--- config.mk ---
export PLATFORM = sky130hd
export DESIGN_NAME = bmca_ctrl
export DESIGN_NICKNAME = d
export VERILOG_FILES = /design/src/rtl/bmca_pkg.sv /design/src/rtl/bmca_ctrl.sv
export SDC_FILE = /design/constraint.sdc
export NUM_CORES = 1
export LEC_CHECK = 0
export BUFFER_PORTS_ARGS = -buffer_cell sky130_fd_sc_hd__buf_2
export CORE_AREA = 2 2 39 41
export CTS_BUF_LIST = sky130_fd_sc_hd__clkbuf_2 sky130_fd_sc_hd__clkbuf_4 sky130_fd_sc_hd__clkbuf_8
export DETAILED_ROUTE_END_ITERATION = 16
export DIE_AREA = 0 0 41 43
export PLACE_DENSITY = 0.69
export SKIP_LAST_GASP = 1
export SLEW_MARGIN = 10
export SYNTH_ARGS = -nofsm -noshare
export SYNTH_HDL_FRONTEND = slang
export SYNTH_SLANG_ARGS = --single-unit
--- constraint.sdc ---
create_clock -name clk -period 1.6 [get_ports clk]
set_clock_uncertainty 0.15 [all_clocks]
set_input_delay 0.4 -clock clk [delete_from_list [all_inputs] [get_ports clk]]
set_output_delay 0.4 -clock clk [all_outputs]
set_load 0.02 [all_outputs]
--- src/rtl/bmca_pkg.sv ---
`timescale 1ns / 1ps
package bmca_pkg;

  localparam int TIME_W     = 48;
  localparam int PRICE_W    = 48;
  localparam int SUM_W      = 56;
  localparam int CNT_W      = 16;
  localparam int STEP_W     = 27;
  localparam int HW_W       = 6;
  localparam int IDX_W      = 32;
  localparam int RING_DEPTH = 128;
  localparam int RING_AW    = 7;
  localparam int MAX_OUT    = 64;
  localparam int NOUT_W     = 7;
  localparam int ACC_W      = 55;
  localparam int ACNT_W     = 7;
  localparam int D_W        = 7;
  localparam int DCNT_W     = 6;
  localparam int CFG_IDX_W  = 2;
  localparam int CFG_DATA_W = 27;

  localparam logic [CFG_IDX_W-1:0] CFG_STEP = 2'd0;
  localparam logic [CFG_IDX_W-1:0] CFG_HWA  = 2'd1;
  localparam logic [CFG_IDX_W-1:0] CFG_HWB  = 2'd2;
  localparam logic [CFG_IDX_W-1:0] CFG_HWC  = 2'd3;

  localparam logic [STEP_W-1:0] STEP_RST = 27'd30000;
  localparam logic [HW_W-1:0]   HWA_RST  = 6'd10;
  localparam logic [HW_W-1:0]   HWB_RST  = 6'd30;
  localparam logic [HW_W-1:0]   HWC_RST  = 6'd63;

  localparam logic [1:0] DSEL_MEAN = 2'd0;
  localparam logic [1:0] DSEL_A    = 2'd1;
  localparam logic [1:0] DSEL_B    = 2'd2;
  localparam logic [1:0] DSEL_C    = 2'd3;

  typedef struct packed {
    logic       tick_load;
    logic       sum_tick;
    logic       mean_direct;
    logic       div_start;
    logic [1:0] div_sel;
    logic       write_bkt;
    logic       sweep_init;
    logic       sweep_issue;
    logic       out_load;
    logic       series_clear;
  } cmd_t;

  typedef struct packed {
    logic close;
    logic count_zero;
    logic last;
    logic div_done;
    logic div_busy;
    logic emit_more;
    logic d_last;
    logic out_free;
  } stat_t;

endpackage

--- src/rtl/bmca_ctrl.sv ---
`timescale 1ns / 1ps
module bmca_ctrl
  import bmca_pkg::*;
(
  input  logic  clk,
  input  logic  rst,
  input  logic  in_valid,
  output logic  in_stall,
  input  stat_t stat,
  output cmd_t  cmd
);

  localparam logic [3:0] S_IDLE  = 4'd0;
  localparam logic [3:0] S_CHECK = 4'd1;
  localparam logic [3:0] S_DIVM  = 4'd2;
  localparam logic [3:0] S_WRITE = 4'd3;
  localparam logic [3:0] S_EMIT  = 4'd4;
  localparam logic [3:0] S_SWEEP = 4'd5;
  localparam logic [3:0] S_DRAIN = 4'd6;
  localparam logic [3:0] S_SUMS  = 4'd7;
  localparam logic [3:0] S_DIVA  = 4'd8;
  localparam logic [3:0] S_DIVB  = 4'd9;
  localparam logic [3:0] S_DIVC  = 4'd10;
  localparam logic [3:0] S_OUT   = 4'd11;

  logic [3:0] state;
  logic [3:0] state_next;

  assign in_stall = state != S_IDLE;

  always_comb begin
    cmd        = '0;
    state_next = state;
    unique case (state)
      S_IDLE: begin
        if (in_valid) begin
          cmd.tick_load = 1'b1;
          state_next    = S_CHECK;
        end
      end
      S_CHECK: begin
        if (stat.close) begin
          if (stat.count_zero) begin
            cmd.mean_direct = 1'b1;
            state_next      = S_WRITE;
          end else begin
            cmd.div_start = 1'b1;
            cmd.div_sel   = DSEL_MEAN;
            state_next    = S_DIVM;
          end
        end else begin
          cmd.sum_tick = 1'b1;
          state_next   = S_EMIT;
        end
      end
      S_DIVM: begin
        if (stat.div_done) state_next = S_WRITE;
      end
      S_WRITE: begin
        cmd.write_bkt = 1'b1;
        state_next    = S_EMIT;
      end
      S_EMIT: begin
        if (stat.emit_more) begin
          cmd.sweep_init = 1'b1;
          state_next     = S_SWEEP;
        end else begin
          cmd.series_clear = stat.last;
          state_next       = S_IDLE;
        end
      end
      S_SWEEP: begin
        cmd.sweep_issue = 1'b1;
        if (stat.d_last) state_next = S_DRAIN;
      end
      S_DRAIN: begin
        state_next = S_SUMS;
      end
      S_SUMS: begin
        cmd.div_start = 1'b1;
        cmd.div_sel   = DSEL_A;
        state_next    = S_DIVA;
      end
      S_DIVA: begin
        if (stat.div_done) begin
          cmd.div_start = 1'b1;
          cmd.div_sel   = DSEL_B;
          state_next    = S_DIVB;
        end
      end
      S_DIVB: begin
        if (stat.div_done) begin
          cmd.div_start = 1'b1;
          cmd.div_sel   = DSEL_C;
          state_next    = S_DIVC;
        end
      end
      S_DIVC: begin
        if (stat.div_done) state_next = S_OUT;
      end
      S_OUT: begin
        if (stat.out_free) begin
          cmd.out_load = 1'b1;
          state_next   = S_EMIT;
        end
      end
      default: begin
        state_next = S_IDLE;
      end
    endcase
  end

  always_ff @(posedge clk) begin
    if (rst) begin
      state <= S_IDLE;
    end else begin
      state <= state_next;
    end
  end

endmodule

After elaboration in Yosys (flattened, before gate mapping). Cells that the tools add are included.

Output and inout port bits: 12. Bits of input ports: 11. Logic and storage cells: 51. Flip-flop bits (word level): 4.

Equal/unequal tests: 18. Multiplexer cells: 29. Reduce and logical (&&, ||, !) cells: 3.

Operators with widths (number): 4-bit one-hot mux with 12 select lines (1); 4-bit two-way mux (8); 4-bit by 3-bit == test with 1-bit output, second input constant (4); 4-bit == test, second input constant (4); 3-bit two-way mux (5); 2-bit inequality test, second input constant (7); 1-bit two-way mux (13); 3-bit one-hot mux with 4 select lines (1); 4-bit by 2-bit == test with 1-bit output, second input constant (2); 7-bit AND reduction (1); 4-bit by 1-bit == test with 1-bit output, second input constant (1); 4-bit zero test (1); 4-bit nonzero test (1); 2-bit two-way mux (1).

Logic depth before layout (Yosys ltp).
Word-level depth: 3. Depth in mapped cells: 5. Gate-level depth less buffers: 4.

Least setup slack after synthesis. Ideal clock, no wire load.

Kind: register to output. Start: reg state[3]. End: out cmd[1] (netlist name). Path slack: -0.397 ns. Buffers on the path: 1. Required time: 1.050 ns. Stages on the path, launching flop included: 4. Arrival time: 1.447 ns. Cell sequence: dfxtp_1 buf_2 nand2_1 nor4b_1.

RTL lines: start: declaration (RTL line bmca_ctrl.sv:26) `logic [3:0] state;`; start signal: assignment (RTL line bmca_ctrl.sv:117) `state <= state_next;`; end: declaration (RTL line bmca_ctrl.sv:10) `output cmd_t cmd`.

==> flow_metrics.env <==
export IMPL_outcome="finished with violations"
export IMPL_violations="negative setup slack"
export IMPL_nFillCells=105
export IMPL_avgSynthCellArea_um2=7.661
export IMPL_power_leakage_uw=0.0004363
export IMPL_largestRegisters="state x4"
export IMPL_cts_tree="done"
export IMPL_worst_r2r_path_depth=6
export IMPL_antenna_cells=0
export IMPL_crit_fanout=5
export IMPL_avgViaCountPerCell=5.623
export IMPL_rsz0062_at_grt="yes"
export IMPL_first_iter_violations=10
export IMPL_fin_hold_ws_ns=0.2217
export IMPL_nets=118
export IMPL_max_clock_freq_mhz=522.4
export IMPL_grt_max_degree=10
export IMPL_clkLatencyLatePin_ns=0.26
export IMPL_ys_flop_type="dfxtp_1"
export IMPL_cts_max_level=1
export IMPL_vias=686
export IMPL_setup_viol=14
export IMPL_grt_pass1_vias=604
export IMPL_r2r_end="state[0]"
export IMPL_largest_reg_flops=4
export IMPL_slew_headroom_pct=70.41
export IMPL_crit_path_start_kind="register"
export IMPL_async_reset_ff_share_pct=0
export IMPL_track_usage_pct=20.98
export IMPL_period_needed_ns=1.914
export IMPL_final_area_um2=999.7
export IMPL_drt_first_pass_iters=4
export IMPL_place_area_um2=784.5
export IMPL_setup_slack_ns=-0.3144
export IMPL_cp_num_buf_inv=2
export IMPL_path_delay_family="simple AND/OR/NAND/NOR gates"
export IMPL_gp_congestion=0.8382
export IMPL_period_share_pct=119.7
export IMPL_grt_pass1_wl_um=2539
export IMPL_cts_root_buffer="clkbuf_4"
export IMPL_ant_nets=0
export IMPL_drc=0
export IMPL_chipWidth_um=41
export IMPL_layout_drive_gt1_share_pct=68.87
export IMPL_drv_slew=0
export IMPL_synth_nets=76
export IMPL_final_common_cell="buf_4"
export IMPL_synth_edf_count=0
export IMPL_critPathCaptureType="primary output"
export IMPL_slowest_stage="dfxtp_4"
export IMPL_synth_area_um2=498.0
export IMPL_rows=14
export IMPL_synth_seq_cells=4
export IMPL_ioPinCount=23
export IMPL_power_uw=1044
export IMPL_synthCells=65
export IMPL_holdPathStages=2
export IMPL_irDropWorstVdd_uv=643.1
export IMPL_initial_core_util_pct=35.99
export IMPL_synth_cell_types=31
export IMPL_final_cell_mix="buf_4, buf_6, buf_2"
export IMPL_drt_wl_total_um=1787
export IMPL_regMostFlops="state"
export IMPL_hold_end="state[2]"
export IMPL_clkTransAtPathRegs_ns=0.05
export IMPL_rrSetupSlack_ns=-0.20
export IMPL_max_stage_delay_ns=0.37
export IMPL_arrival_ns=1.36
export IMPL_power_density_nw_per_um2=1044
export IMPL_path_cells="nor4b_4, buf_4, and3_4, buf_6"
export IMPL_die_h_um=43
export IMPL_yosysWarningCount=0
export IMPL_crit_required_ns=1.05
export IMPL_path_class="reg2out"
export IMPL_hp_class="in2reg"
export IMPL_area_growth_pct=100.8
export IMPL_reg2reg_from="state[3]"
export IMPL_cap_viol_max_count=0
export IMPL_finalHoldViolCount=0
export IMPL_hold_start="rst"
export IMPL_antenna_found_initial=0
export IMPL_wl_per_cell_um=14.65
export IMPL_port_buffers=21
export IMPL_tightest_slew_ns=0.4377
export IMPL_dp_final_hpwl_um=1164
export IMPL_fp_coreArea_um2=1384
export IMPL_seq_area_frac_synth_pct=16.08
export IMPL_grt_ovfl_total=0
export IMPL_cts_buffers=3
export IMPL_die_area_um2=1763
export IMPL_clock_sinks=4
export IMPL_dp_slack_ns=-0.1330
export IMPL_cts_path_max_buffers=2
## power by group
group	internal [uW]	leakage, uW	switching (uW)
clock	111	0.0000184	55.0
combinational	392	0.000383	323
sequential	124	0.0000352	38.4
## cells in the mapped netlist, types with 2 or more instances
cell type  instances  share of area [%]
nand2_1            5                3.8
nor4b_1            5                8.8
a21oi_1            4                4.0
buf_2              4                4.0
dfxtp_1            4                 16
inv_1              4                3.0
nor2b_1            4                5.0
nand3_1            3                3.0
nor3_1             3                3.0
o21bai_1           3                4.5
and3_1             2                2.5
buf_6              2                4.5
nor2_1             2                1.5
o211ai_1           2                3.0
o21ai_0            2                2.0
## worst max path at each step
| stage | slack [ns] | cells after the start | end | from |
|---|---|---|---|---|
| final | -0.31 | 4 | cmd[8] | state[3] |
| after global routing | -0.38 | 4 | cmd[7] | state[1] |
| after CTS | -0.30 | 4 | cmd[7] | state[3] |
| after detailed placement | -0.13 | 4 | cmd[0] | state[1] |
| after global placement | -0.1 | 5 | state[0] | state[1] |
| after floorplan | -0.09 | 4 | cmd[7] | state[1] |
## metal layers
metal	vias up	share of wire (%)	track usage (%)
li1	327	-	-
met1	319	38	23.47
met2	31	52	35.00
met3	9	5.0	3.141
met4	0	4.3	12.00
met5	-	0	0
## per-stage QoR
stage          TNS (ns)  utilization (%)  instances
2_1_floorplan   -0.2209                -         65
3_3_place_gp    -0.4456            56.69        109
3_5_place_dp    -0.7068            56.69        109
4_1_cts          -3.013            65.73        118
5_1_grt          -3.997            72.24        122
6_report         -3.112            72.24        122
## cell type report
class	instances	area, um^2	area share [%]
Multi-Input combinational cell	50	481.7	48.19
Timing Repair Buffer	44	356.6	35.67
Sequential cell	4	92.59	9.262
Clock buffer	4	30.03	3.004
Tap cell	16	20.02	2.003
Inverter	4	18.77	1.877
## cells by family (layout without fill, tap and decap cells)
group	after synthesis	count (layout)	share of synthesized area [%]
AO/OA/AOI/OAI	19	19	30.15
buffers and inverters	11	52	12.56
flip-flops	4	4	16.08
AND/OR/NAND/NOR	31	31	41.20
## repair_timing
item | in CTS | in global routing
hold buffers | 0 | 0
gates cloned | 0 | 0
buffers inserted | 5 | 5
resized for setup | 21 | 15
pin swaps | 7 | 17
setup endpoints to repair | 14 | 15
(Power assumes the default switching activity.)
